**src/rtl/jxsrtp_pkg.sv**
```systemverilog
package jxsrtp_pkg;

	// payload header layout (codestream mode, T=1, K=0, I=00)
	localparam int unsigned HDR_BYTES     = 4;
	localparam int unsigned HDR_PHASE_W   = $clog2(HDR_BYTES);
	localparam int unsigned FCNT_W        = 5;
	localparam int unsigned PIDX_W        = 22;
	localparam int unsigned PCNT_W        = 11;
	localparam int unsigned CHUNK_W       = 16;
	localparam int unsigned FRAME_LEN_W   = 24;

	localparam logic [CHUNK_W-1:0] MPS_RESET   = 16'd1460;
	localparam logic [CHUNK_W-1:0] MPS_MIN     = 16'd5;
	localparam logic [CHUNK_W-1:0] HDR_LEN     = 16'd4;
	localparam logic [CHUNK_W-1:0] CHUNK_MIN   = 16'd1;
	localparam logic [CHUNK_W-1:0] CHUNK_RESET = MPS_RESET - HDR_LEN;

	// one classified input word on its way to the output side
	typedef struct packed {
		logic [7:0]  data;
		logic        has_hdr;
		logic        pkt_end;
		logic        mark;
		logic [31:0] hdr;
	} jxsrtp_entry_t;

	// header word {byte0, byte1, byte2, byte3}
	function automatic logic [31:0] jxsrtp_hdr(
		input logic              last,
		input logic [FCNT_W-1:0] f,
		input logic [PIDX_W-1:0] pidx
	);
		logic [PCNT_W-1:0] sep;
		logic [PCNT_W-1:0] p;
		sep = pidx[PIDX_W-1:PCNT_W];
		p   = pidx[PCNT_W-1:0];
		return {1'b1, 1'b0, last, 2'b00, f[4:2],
			f[1:0], sep[10:5],
			sep[4:0], p[10:8],
			p[7:0]};
	endfunction

endpackage

```
**src/rtl/jxsrtp_front.sv**
```systemverilog
module jxsrtp_front import jxsrtp_pkg::*; #(
	parameter int unsigned FRAME_LENGTH_BITS = 24
) (
	input  logic                   clk,
	input  logic                   arst_n,
	input  logic                   cfg_wr_en,
	input  logic [CHUNK_W-1:0]     cfg_wr_data,
	input  logic                   in_take,
	input  logic [7:0]             data_byte,
	input  logic                   first_of_frame,
	input  logic [FRAME_LEN_W-1:0] frame_length,
	output logic                   q_push,
	output jxsrtp_entry_t          q_entry
);

	localparam int unsigned BR_W = FRAME_LENGTH_BITS;
	localparam int unsigned CW   = (BR_W > CHUNK_W) ? BR_W : CHUNK_W;

	logic [CHUNK_W-1:0] chunk_cap_q;
	logic [FCNT_W-1:0]  fcnt_q;
	logic [PIDX_W-1:0]  pidx_q;
	logic [BR_W-1:0]    br_q;
	logic [CHUNK_W-1:0] cbl_q;
	logic               ilp_q;

	logic [FCNT_W-1:0]  fcnt_cur;
	logic [PIDX_W-1:0]  pidx_cur;
	logic [BR_W-1:0]    br_cur;
	logic [CHUNK_W-1:0] cbl_cur;
	logic               ilp_cur;
	logic               live;
	logic               need_hdr;
	logic               take_all;
	logic [CHUNK_W-1:0] chunk;
	logic [CHUNK_W-1:0] cbl_use;
	logic               last_use;
	logic               pkt_end;
	logic [FCNT_W-1:0]  f_cur;

	// largest chunk per packet (payload size less header), clamped to at least one byte
	always_ff @(posedge clk or negedge arst_n) begin
		if (!arst_n) begin
			chunk_cap_q <= CHUNK_RESET;
		end else if (cfg_wr_en) begin
			chunk_cap_q <= (cfg_wr_data < MPS_MIN) ? CHUNK_MIN : cfg_wr_data - HDR_LEN;
		end
	end

	// frame start resets the packet state
	always_comb begin
		fcnt_cur = first_of_frame ? fcnt_q + FCNT_W'(1) : fcnt_q;
		pidx_cur = first_of_frame ? '0 : pidx_q;
		br_cur   = first_of_frame ? BR_W'(frame_length) : br_q;
		cbl_cur  = first_of_frame ? '0 : cbl_q;
		ilp_cur  = first_of_frame ? 1'b0 : ilp_q;
	end

	// classify: drop, data only, or header plus data
	always_comb begin
		live     = (br_cur != '0);
		need_hdr = (cbl_cur == '0);
		take_all = (CW'(br_cur) <= CW'(chunk_cap_q));
		chunk    = take_all ? CHUNK_W'(br_cur) : chunk_cap_q;
		cbl_use  = need_hdr ? chunk : cbl_cur;
		last_use = need_hdr ? take_all : ilp_cur;
		pkt_end  = (cbl_use == CHUNK_MIN);
		f_cur    = fcnt_cur - FCNT_W'(1);
	end

	assign q_push          = in_take && live;
	assign q_entry.data    = data_byte;
	assign q_entry.has_hdr = need_hdr;
	assign q_entry.pkt_end = pkt_end;
	assign q_entry.mark    = last_use;
	assign q_entry.hdr     = jxsrtp_hdr(last_use, f_cur, pidx_cur);

	// state update per accepted word
	always_ff @(posedge clk or negedge arst_n) begin
		if (!arst_n) begin
			fcnt_q <= '0;
			pidx_q <= '0;
			br_q   <= '0;
			cbl_q  <= '0;
			ilp_q  <= 1'b0;
		end else if (in_take) begin
			fcnt_q <= fcnt_cur;
			if (live) begin
				pidx_q <= need_hdr ? pidx_cur + PIDX_W'(1) : pidx_cur;
				br_q   <= br_cur - BR_W'(1);
				cbl_q  <= cbl_use - CHUNK_MIN;
				ilp_q  <= pkt_end ? 1'b0 : last_use;
			end else begin
				pidx_q <= pidx_cur;
				br_q   <= br_cur;
				cbl_q  <= cbl_cur;
				ilp_q  <= ilp_cur;
			end
		end
	end

endmodule

```
**src/rtl/jxsrtp_fifo.sv**
```systemverilog
module jxsrtp_fifo import jxsrtp_pkg::*; #(
	parameter int unsigned DEPTH = 4
) (
	input  logic          clk,
	input  logic          arst_n,
	input  logic          wr_en,
	input  jxsrtp_entry_t wr_data,
	output logic          full,
	input  logic          rd_en,
	output jxsrtp_entry_t rd_data,
	output logic          empty
);

	localparam int unsigned AW = (DEPTH > 1) ? $clog2(DEPTH) : 1;
	localparam int unsigned CNTW = $clog2(DEPTH + 1);

	jxsrtp_entry_t   mem_q [DEPTH];
	logic [AW-1:0]   wptr_q;
	logic [AW-1:0]   rptr_q;
	logic [CNTW-1:0] cnt_q;
	logic            do_wr;
	logic            do_rd;

	assign full    = (cnt_q == CNTW'(DEPTH));
	assign empty   = (cnt_q == '0);
	assign do_wr   = wr_en && !full;
	assign do_rd   = rd_en && !empty;
	assign rd_data = mem_q[rptr_q];

	// storage
	always_ff @(posedge clk) begin
		if (do_wr) begin
			mem_q[wptr_q] <= wr_data;
		end
	end

	// pointers and fill count
	always_ff @(posedge clk or negedge arst_n) begin
		if (!arst_n) begin
			wptr_q <= '0;
			rptr_q <= '0;
			cnt_q  <= '0;
		end else begin
			if (do_wr) begin
				wptr_q <= (wptr_q == AW'(DEPTH - 1)) ? '0 : wptr_q + AW'(1);
			end
			if (do_rd) begin
				rptr_q <= (rptr_q == AW'(DEPTH - 1)) ? '0 : rptr_q + AW'(1);
			end
			if (do_wr && !do_rd) begin
				cnt_q <= cnt_q + CNTW'(1);
			end else if (do_rd && !do_wr) begin
				cnt_q <= cnt_q - CNTW'(1);
			end
		end
	end

endmodule

```
**src/rtl/jxsrtp_back.sv**
```systemverilog
module jxsrtp_back import jxsrtp_pkg::*; (
	input  logic          clk,
	input  logic          arst_n,
	input  logic          q_empty,
	input  jxsrtp_entry_t q_head,
	output logic          q_pop,
	input  logic          pop,
	output logic          empty,
	output logic [7:0]    out_byte,
	output logic          packet_start,
	output logic          packet_end,
	output logic          marker,
	output logic          run_last
);

	jxsrtp_entry_t          cur_q;
	logic                   cur_v_q;
	logic [HDR_PHASE_W-1:0] phase_q;
	logic                   hdr_sent_q;
	logic                   out_v_q;

	logic                   out_free;
	logic                   load;
	logic                   is_data;
	logic [7:0]             nxt_byte;

	assign out_free = !out_v_q || pop;
	assign load     = out_free && cur_v_q;
	assign is_data  = !cur_q.has_hdr || hdr_sent_q;
	assign q_pop    = (!cur_v_q || (load && is_data)) && !q_empty;
	assign empty    = !out_v_q;

	// pick the header byte for this phase, or the data byte once the header is sent
	always_comb begin
		case (phase_q)
			2'd0:    nxt_byte = cur_q.hdr[31:24];
			2'd1:    nxt_byte = cur_q.hdr[23:16];
			2'd2:    nxt_byte = cur_q.hdr[15:8];
			2'd3:    nxt_byte = cur_q.hdr[7:0];
			default: nxt_byte = cur_q.hdr[7:0];
		endcase
		if (is_data) begin
			nxt_byte = cur_q.data;
		end
	end

	// current word and header phase
	always_ff @(posedge clk or negedge arst_n) begin
		if (!arst_n) begin
			cur_v_q    <= 1'b0;
			phase_q    <= '0;
			hdr_sent_q <= 1'b0;
		end else begin
			if (q_pop) begin
				cur_v_q    <= 1'b1;
				phase_q    <= '0;
				hdr_sent_q <= 1'b0;
			end else if (load && is_data) begin
				cur_v_q <= 1'b0;
			end else if (load) begin
				phase_q <= phase_q + HDR_PHASE_W'(1);
				if (phase_q == HDR_PHASE_W'(HDR_BYTES - 1)) begin
					hdr_sent_q <= 1'b1;
				end
			end
		end
	end

	always_ff @(posedge clk) begin
		if (q_pop) begin
			cur_q <= q_head;
		end
	end

	// output register
	always_ff @(posedge clk or negedge arst_n) begin
		if (!arst_n) begin
			out_v_q <= 1'b0;
		end else if (out_free) begin
			out_v_q <= cur_v_q;
		end
	end

	always_ff @(posedge clk) begin
		if (load) begin
			out_byte     <= nxt_byte;
			packet_start <= !is_data && (phase_q == '0);
			packet_end   <= is_data && cur_q.pkt_end;
			marker       <= cur_q.mark;
			run_last     <= is_data;
		end
	end

endmodule

```
**src/rtl/jpegxs_rtp_payload_packetizer.sv**
```systemverilog
// JPEG XS RTP payload packetizer, codestream mode.
// Input side is a queue write port: a frame byte is taken on a clock edge
// with push high and full low; first_of_frame marks a frame's first byte,
// which also carries frame_length. Bytes outside a frame are dropped.
// Output side is a queue read port: while empty is low the next word is on
// out_byte and its flags; pop takes it. Each packet's first data byte is
// preceded by four header bytes (T, L, F, SEP, P); marker flags the frame's
// last packet, run_last the final word caused by one input byte.
// The user must write the max payload size register (header included) through
// cfg_wr_en/cfg_wr_data while the block is idle; the block does not enforce this.
// A taken byte goes through the queue and current-word and output registers.
// Throughput: one output word per cycle while pop stays high; a packet of
// C bytes gives C+4 output words, so input sustains one byte per cycle
// between headers and may stall while a header goes out. The queue between
// classifier and serializer (QUEUE_DEPTH words) absorbs that burst.
// When pop stays low, the output register and queue fill, then full rises.
// Reset clears counters and queues; the register returns to 1460.
module jpegxs_rtp_payload_packetizer import jxsrtp_pkg::*; #(
	parameter int unsigned FRAME_LENGTH_BITS = 24,
	parameter int unsigned QUEUE_DEPTH       = 4
) (
	input  logic                   clk,
	input  logic                   arst_n,
	input  logic                   cfg_wr_en,
	input  logic [CHUNK_W-1:0]     cfg_wr_data,
	input  logic                   push,
	output logic                   full,
	input  logic [7:0]             data_byte,
	input  logic                   first_of_frame,
	input  logic [FRAME_LEN_W-1:0] frame_length,
	output logic                   empty,
	input  logic                   pop,
	output logic [7:0]             out_byte,
	output logic                   packet_start,
	output logic                   packet_end,
	output logic                   marker,
	output logic                   run_last
);

	logic          in_take;
	logic          q_push;
	jxsrtp_entry_t q_entry;
	logic          q_full;
	logic          q_pop;
	logic          q_empty;
	jxsrtp_entry_t q_head;

	assign full    = q_full;
	assign in_take = push && !q_full;

	jxsrtp_front #(
		.FRAME_LENGTH_BITS(FRAME_LENGTH_BITS)
	) u_front (
		.clk            (clk),
		.arst_n         (arst_n),
		.cfg_wr_en      (cfg_wr_en),
		.cfg_wr_data    (cfg_wr_data),
		.in_take        (in_take),
		.data_byte      (data_byte),
		.first_of_frame (first_of_frame),
		.frame_length   (frame_length),
		.q_push         (q_push),
		.q_entry        (q_entry)
	);

	jxsrtp_fifo #(
		.DEPTH(QUEUE_DEPTH)
	) u_fifo (
		.clk     (clk),
		.arst_n  (arst_n),
		.wr_en   (q_push),
		.wr_data (q_entry),
		.full    (q_full),
		.rd_en   (q_pop),
		.rd_data (q_head),
		.empty   (q_empty)
	);

	jxsrtp_back u_back (
		.clk          (clk),
		.arst_n       (arst_n),
		.q_empty      (q_empty),
		.q_head       (q_head),
		.q_pop        (q_pop),
		.pop          (pop),
		.empty        (empty),
		.out_byte     (out_byte),
		.packet_start (packet_start),
		.packet_end   (packet_end),
		.marker       (marker),
		.run_last     (run_last)
	);

endmodule
```
**config.mk**
```make
export PLATFORM = sky130hd
export DESIGN_NAME = jpegxs_rtp_payload_packetizer
export DESIGN_NICKNAME = d
export VERILOG_FILES = /design/src/rtl/jxsrtp_pkg.sv /design/src/rtl/jxsrtp_front.sv /design/src/rtl/jxsrtp_fifo.sv /design/src/rtl/jxsrtp_back.sv /design/src/rtl/jpegxs_rtp_payload_packetizer.sv
export SDC_FILE = /design/constraint.sdc
export NUM_CORES = 1
export LEC_CHECK = 0
export BUFFER_PORTS_ARGS = -buffer_cell sky130_fd_sc_hd__buf_2
export CAP_MARGIN = 30
export CORE_MARGIN = 4
export CORE_UTILIZATION = 62
export CTS_CLUSTER_DIAMETER = 150
export DETAILED_ROUTE_END_ITERATION = 10
export GPL_TIMING_DRIVEN = 0
export PLACE_DENSITY = 0.83
export SYNTH_ARGS = -nofsm -noshare
export SYNTH_HDL_FRONTEND = slang
export SYNTH_SLANG_ARGS = --single-unit
```
**constraint.sdc**
```tcl
create_clock -name clk -period 4.75 [get_ports clk]
set_clock_uncertainty 0.15 [all_clocks]
set_input_delay 0.475 -clock clk [delete_from_list [all_inputs] [get_ports clk]]
set_output_delay 0.475 -clock clk [all_outputs]
set_load 0.02 [all_outputs]
```
==> key figures, run 1 <==
Floorplan
  – Area of the die: 0.0255 mm^2
  – Site Rows: 55
  – Core footprint: 0.0226 mm^2
  – Die Y: 160 um
  – Ports: 68
  – Initial Utilization: 63.0%
  – Overall die width: 160 um

Layout
  – Area of the multi-input gates: 0.00542 mm^2
  – Seq. cell area: 0.00847 mm^2
  – Most frequent cells in the layout: edfxtp_1 (202), nand2_1 (109), dfrtp_1 (91), buf_2 (66), nor2_1 (58)
  – # nets final: 1294
  – Final Cell Area: 0.0162 mm^2
  – Final core occ: 71.4%
  – Commonest non-fill, non-tap cell in the layout: edfxtp_1
  – Area grow syn2layout: 13.3%
  – ANT cells: 0
  – Fillcell total: 1437
  – Share of post-route cells with drive strength above 1: 18.0%

Placement
  – Placer Congestion: 0.946
  – Dpl cell area: 0.0151 mm^2
  – Port-buffer cells: 65
  – Hpwl dp: 23100 um
  – Place WS: -0.992 ns

Power and ir drop
  – Combinational share of power: 28.9%
  – Sequential share of power: 44.7%
  – Leakage: 5.93 nW
  – Clock network power share: 26.4%
  – Int Pwr: 6.23 mW
  – Switch share: 32.6%
  – Max IR drop VDD: 0.000346 V
  – PwrDens: 572 mW/mm^2
  – P_sw: 3.01 mW

Worst hold path
  – Min-Delay Startpoint: data_byte[6]
  – Hold/Removal Path Class: input port to register

GRT
  – Vias in the first global route: 9604
  – Initial antenna violation count: 0
  – First-pass GRT wire length: 54000 um
  – GRT Resource Usage Total: 26.8%
  – Grt ovf: 0
  – Largest net degree at the start of global routing: 65

Critical path
  – Worst setup path start: u_front.br_q[7]$_DFFE_PN0P_
  – Worst Setup Start Kind: register
  – Data required time of the worst path: 5.01 ns
  – Reg-to-reg slack, setup: 0.26 ns
  – Class of the most critical setup path: register to register
  – Worst-path fanout max: 10
  – Arrival time at the worst endpoint: 4.75 ns
  – Reg2reg start: u_front.br_q[7]$_DFFE_PN0P_
  – Nature of the critical path endpoint: register

STA
  – Relative max-transition margin: 37.2%
  – RSZ-0062 raised after global routing: no
  – Final Setup Violations: 0
  – Fin worst setup slack: 0.263 ns
  – Slew Limit Fails: 0
  – Crit share post-route: 94.5%
  – Final Hold Viols: 0
  – Slew @ Worst Pin: 0.940 ns
  – Tmin final: 4.49 ns
  – Setup TNS: 0 ns
  – FMAX: 223 MHz

Clock network
  – Total CTS buffers: 29
  – TritonCTS clock tree: done
  – Clock sink count: 298
  – Post-CTS setup buffers: 0
  – Clock buffer depth: 3
  – CTS H-tree lvls: 1
  – Worst-skew pair later-pin latency: 0.55 ns
  – Root Driver: clkbuf_16
  – CTS clk-pin slew, worst paths: 0.07 ns

Logic synthesis
  – Synthesis-stage register bit count: 298
  – EDFF count, synth: 202
  – Mapped Area: 0.0143 mm^2
  – Syn. warnings: 0
  – Mean area per synthesized cell: 13.0 um^2
  – Ys async rst share: 32.2%
  – Synth unique cells: 77
  – Syn_nets: 1188
  – Most frequently used flop master after synthesis: edfxtp_1
  – Share of the yosys chip area belonging to registers: 59.5%
  – Gate Count Post-Synth: 1098

Route
  – TritonRoute pass-1 iters: 8
  – Via density: 6.35
  – WL/cell: 22.6 um
  – Final antenna-violating net count: 0
  – Drt total wl: 34200 um
  – Vias: 9601
  – First-iteration detailed-routing DRC count: 987
  – # DRC: 0

Flow run
  – MaxCap Viol Count: 0

Run status
  – Status: finished clean
## per-layer routing
metal	global-route usage, %	up-vias	wire, um
met5	0	-	0
met4	6.94	0	798
met3	3.25	65	2410
met2	44.9	466	17000
met1	37.9	4739	14000
li1	-	4331	-
## path summary, 6_finish.rpt
path                                                       end  cells after the start
min in group asynchronous       u_front.pidx_q[19]$_DFFE_PN0P_                      2
hold reg to reg                    u_front.br_q[0]$_DFFE_PN0P_                      2
setup / recovery                     u_front.ilp_q$_DFFE_PN0P_                     14
hold / removal                   u_fifo.mem_q[0][37]$_DFFE_PP_                      1
max in group asynchronous  u_front.chunk_cap_q[10]$_DFFE_PN1P_                      3
setup reg to reg                     u_front.ilp_q$_DFFE_PN0P_                     14
## through the flow
step | hold WS, ns | total power, mW | cells
final | 0.0169 | 9.24 | 1512
after global routing | 0.00495 | 9.69 | 1512
after CTS | 0.00275 | 9.22 | 1511
after detailed placement | 0.324 | 6.72 | 1453
after global placement | 0.313 | 6.53 | 1448
after floorplan | 0.0294 | 5.86 | 1098
## worst max-delay path: stages, from the launching register on
cell      delay, ns
dfrtp_1        0.38
mux2i_1        0.48
inv_1          0.17
ha_1           0.35
a21oi_1        0.12
o21ai_0        0.11
a221o_1        0.35
a211o_1        0.23
buf_2          0.20
buf_6          0.17
a311oi_1       0.55
nand4_2        0.33
nor2_1         0.23
nor4b_4        0.39
o21ai_1        0.13
## what timing repair did
action,4_1_cts,5_1_grt
hold buffers,5,0
endpoints found under the hold margin,41,0
setup endpoints to repair,15,6
resized for setup,3,3
pin swaps,0,0
## flip-flops by register name (all words and copies together), names as in the netlist
| register | flops |
|---|---|
| u_back.out_v_q | 1 |
| u_back.packet_start | 1 |
| u_front.pidx_q | 22 |
| u_front.ilp_q | 1 |
| u_back.cur_q | 38 |
| u_back.packet_end | 1 |
| u_back.phase_q | 2 |
| u_back.out_byte | 8 |
| u_fifo.rptr_q | 2 |
| u_fifo.mem_q | 152 |
| u_front.cbl_q | 16 |
| u_front.fcnt_q | 5 |
| u_back.marker | 1 |
| u_back.run_last | 1 |
| u_back.cur_v_q | 1 |
| u_front.br_q | 24 |
| u_fifo.wptr_q | 2 |
| u_fifo.cnt_q | 3 |
| u_back.hdr_sent_q | 1 |
| u_front.chunk_cap_q | 16 |
## cells in the mapped netlist (all sizes together) (9+ instances only)
library cell | n | area [um^2]
xor2 | 36 | 315
ha | 35 | 438
dfrtp | 91 | 2280
xnor2 | 38 | 333
mux2i | 25 | 254
nor3b | 10 | 80.1
and2 | 9 | 58.8
nand3 | 26 | 130
a21oi | 30 | 154
nor2b | 27 | 169
o21ai | 64 | 324
buf | 16 | 96.3
nor2 | 59 | 238
nand2 | 109 | 409
nor4 | 12 | 109
mux2 | 10 | 113
inv | 45 | 169
a222oi | 11 | 110
a211oi | 9 | 72.6
mux4 | 38 | 856
nor3 | 34 | 180
o22ai | 16 | 106
and3 | 11 | 73.8
clkbuf | 32 | 120
nand4 | 14 | 106
edfxtp | 202 | 6070
## final cells by class
type                    instances  share of cell area (%)
flip-flops and latches        298                    52.5
plain buffers                  47                    1.34
well taps                     285                    2.21
clock buffers                  36                    4.84
inverters                      45                    1.05
multi-input cells             707                    33.6
clock inverters                18                    1.45
repair buffers                 76                    3.10
## power by group through the flow
stage / combinational, mW / clock [mW] / sequential [mW]
2_1_floorplan: 1.81 / 0 / 4.05
4_1_cts: 2.65 / 2.45 / 4.12
3_3_place_gp: 2.42 / 0 / 4.11
3_5_place_dp: 2.58 / 0 / 4.14
6_report: 2.67 / 2.44 / 4.13
5_1_grt: 2.92 / 2.58 / 4.19
## cells by family after synthesis
family | Yosys count | synth area share (%)
AOI/OAI and AO/OA | 188 | 9.29
buffers and inverters | 93 | 2.70
and+or+nand+nor | 336 | 12.2
xor gates and xnor gates | 74 | 4.55
adders and majority gates | 36 | 3.21
DFF | 298 | 59.5
muxes | 73 | 8.58
Power figures use the tool's default switching activity.
==> run 2, diff against run 1 <==
==> constraint.sdc (replaced) <==
create_clock -name clk -period 4.55 [get_ports clk]
set_clock_uncertainty 0.15 [all_clocks]
set_input_delay 0.455 -clock clk [delete_from_list [all_inputs] [get_ports clk]]
set_output_delay 0.455 -clock clk [all_outputs]
set_load 0.02 [all_outputs]
==> run 2 against run 1 <==
Against the previous run:
- global-route usage about the same
- die area unchanged
- via count up 1.4%
- flip-flop and latch count unchanged
- clock power up 4%
- count of clock-buffer cells in the layout up 1
- worst hold slack worse by 0.0095 ns
- highest routed layer unchanged
- sequential share of layout area down 0.39 points
==> key figures, run 2 (synthesized netlist as in run 1, its figures left out) <==
Route
  – TritonRoute pass-1 iters: 6
  – Vias: 9740
  – Drt total wl: 34100 um
  – # DRC: 0
  – First-iteration detailed-routing DRC count: 942
  – Final antenna-violating net count: 0
  – WL/cell: 22.4 um
  – Via density: 6.39

Floorplan
  – Core footprint: 0.0226 mm^2
  – Ports: 68
  – Area of the die: 0.0255 mm^2
  – Die Y: 160 um
  – Site Rows: 55
  – Overall die width: 160 um
  – Initial Utilization: 63.0%

Power and ir drop
  – Switch share: 32.5%
  – Sequential share of power: 44.9%
  – Int Pwr: 6.49 mW
  – P_sw: 3.13 mW
  – Leakage: 5.98 nW
  – Combinational share of power: 28.9%
  – PwrDens: 591 mW/mm^2
  – Clock network power share: 26.3%
  – Max IR drop VDD: 0.000300 V

Critical path
  – Worst Setup Start Kind: input port
  – Nature of the critical path endpoint: register
  – Class of the most critical setup path: input port to register
  – Critical path, cell by cell: buf_4 > clkbuf_4 > clkbuf_4 > mux2i_2 > inv_1 > ha_1 > nand4_2 > or4_4 > and2_4 > buf_6 > a311oi_2 > nand4_2 > nor2_1 > a311oi_1 > a221o_1
  – Arrival time at the worst endpoint: 4.72 ns
  – Data required time of the worst path: 4.83 ns
  – Crit path largest cell delay: 0.58 ns
  – Worst-path fanout max: 10
  – Worst path slowest cell: or4_4

STA
  – Setup TNS: 0 ns
  – RSZ-0062 raised after global routing: yes
  – Relative max-transition margin: 38.9%
  – Final Hold Viols: 0
  – FMAX: 225 MHz
  – WHS: 0.00734 ns
  – Slew @ Worst Pin: 0.917 ns
  – Crit share post-route: 97.5%
  – Tmin final: 4.44 ns
  – Fin worst setup slack: 0.113 ns
  – Slew Limit Fails: 0
  – Final Setup Violations: 0

Run status
  – Status: finished clean

Layout
  – Most flop-heavy register: u_fifo.mem_q
  – Commonest non-fill, non-tap cell in the layout: edfxtp_1
  – Fillcell total: 1438
  – Share of post-route cells with drive strength above 1: 18.3%
  – Max FFs per register: 152
  – ANT cells: 0
  – # nets final: 1305
  – Final core occ: 71.9%
  – Seq. cell area: 0.00847 mm^2
  – Most frequent cells in the layout: edfxtp_1 (202), nand2_1 (109), dfrtp_1 (91), buf_2 (65), nor2_1 (58)
  – Top Registers: u_fifo.mem_q x152, u_back.cur_q x38, u_front.br_q x24
  – Area grow syn2layout: 14.2%
  – Area of the multi-input gates: 0.00545 mm^2

Clock network
  – Clock sink count: 298
  – TritonCTS clock tree: done
  – CTS clk-pin slew, worst paths: 0.07 ns
  – Worst-skew pair later-pin latency: 0.55 ns
  – Clock buffer depth: 3
  – Root Driver: clkbuf_16
  – CTS H-tree lvls: 1
  – Total CTS buffers: 30

GRT
  – Vias in the first global route: 9727
  – GRT Resource Usage Total: 26.8%
  – Grt ovf: 0
  – Initial antenna violation count: 0
  – First-pass GRT wire length: 54300 um
  – Largest net degree at the start of global routing: 58

Placement
  – Hpwl dp: 23100 um
  – Place WS: -1.03 ns
  – Placer Congestion: 0.939
  – Port-buffer cells: 65

Flow run
  – MaxCap Viol Count: 0

Worst hold path
  – Hold/Removal Path Class: input port to register
-- run 2: changes by cell type in the layout (fill, tap and decap cells not counted), moves of 2 or more --
cell,change
clkinv_1,+3
clkbuf_4,+2
dlygate4sd3_1,+5
buf_4,+5
clkbuf_8,-2
clkbuf_16,+2
-- run 2: metal layers --
| layer | GRT usage, % | wire length (um) |
|---|---|---|
| met2 | 44.7 | 16900 |
| met5 | 0 | 0 |
| met3 | 3.46 | 2400 |
| met1 | 37.3 | 13900 |
| met4 | 8.40 | 948 |
-- run 2: timing repair --
action	CTS	global route
hold buffers	10	0
hold endpoints to repair	69	0
setup buffers	0	4
pin swaps	1	3
gates resized for setup	5	9
endpoints found under the setup margin	17	15
-- run 2: path summary, 6_finish.rpt --
path                                        startpoint                                  to  slack, ns  cells past startpoint
max                                     first_of_frame       u_front.cbl_q[11]$_DFFE_PN0P_       0.11                     15
min                                       data_byte[0]       u_fifo.mem_q[3][31]$_DFFE_PP_      0.007                      1
max reg2reg                u_front.br_q[6]$_DFFE_PN0P_       u_front.cbl_q[10]$_DFFE_PN0P_       0.24                     15
min reg2reg                u_front.br_q[0]$_DFFE_PN0P_         u_front.br_q[0]$_DFFE_PN0P_       0.34                      2
max in group asynchronous                       arst_n  u_front.chunk_cap_q[4]$_DFFE_PN1P_       3.16                      3
min in group asynchronous                       arst_n      u_front.pidx_q[12]$_DFFE_PN0P_       0.30                      2
-- run 2: worst max-delay path: cells and delay by family --
kind / cells / cell delay, ns
compound gates: 3 / 0.95
fa+ha+maj: 1 / 0.35
buf+inv: 5 / 1.04
mux: 1 / 0.35
simple gates: 5 / 1.54
-- run 2: metrics by stage --
stage | area [um^2] | std cells | power, mW
finish | 16300 | 1524 | 9.62
global route | 16300 | 1524 | 10.1
CTS | 16200 | 1519 | 9.61
detailed placement | 15100 | 1453 | 7.02
global placement | 14900 | 1448 | 6.81
floorplan | 14300 | 1098 | 6.12
-- run 2: power groups by stage --
| stage | combinational [mW] | sequential, mW | clock, mW |
|---|---|---|---|
| 3_5_place_dp | 2.70 | 4.33 | 0 |
| 6_report | 2.78 | 4.31 | 2.53 |
| 2_1_floorplan | 1.89 | 4.23 | 0 |
| 4_1_cts | 2.75 | 4.30 | 2.56 |
| 5_1_grt | 3.04 | 4.38 | 2.68 |
| 3_3_place_gp | 2.52 | 4.29 | 0 |
-- run 2: area by class of cell --
class / count / share of cell area (%)
Clock buffer: 37 / 4.97
Timing Repair Buffer: 85 / 3.57
Multi-Input combinational cell: 707 / 33.5
Buffer: 48 / 1.40
Inverter: 45 / 1.04
Tap cell: 285 / 2.19
Clock inverter: 19 / 1.28
Sequential cell: 298 / 52.1
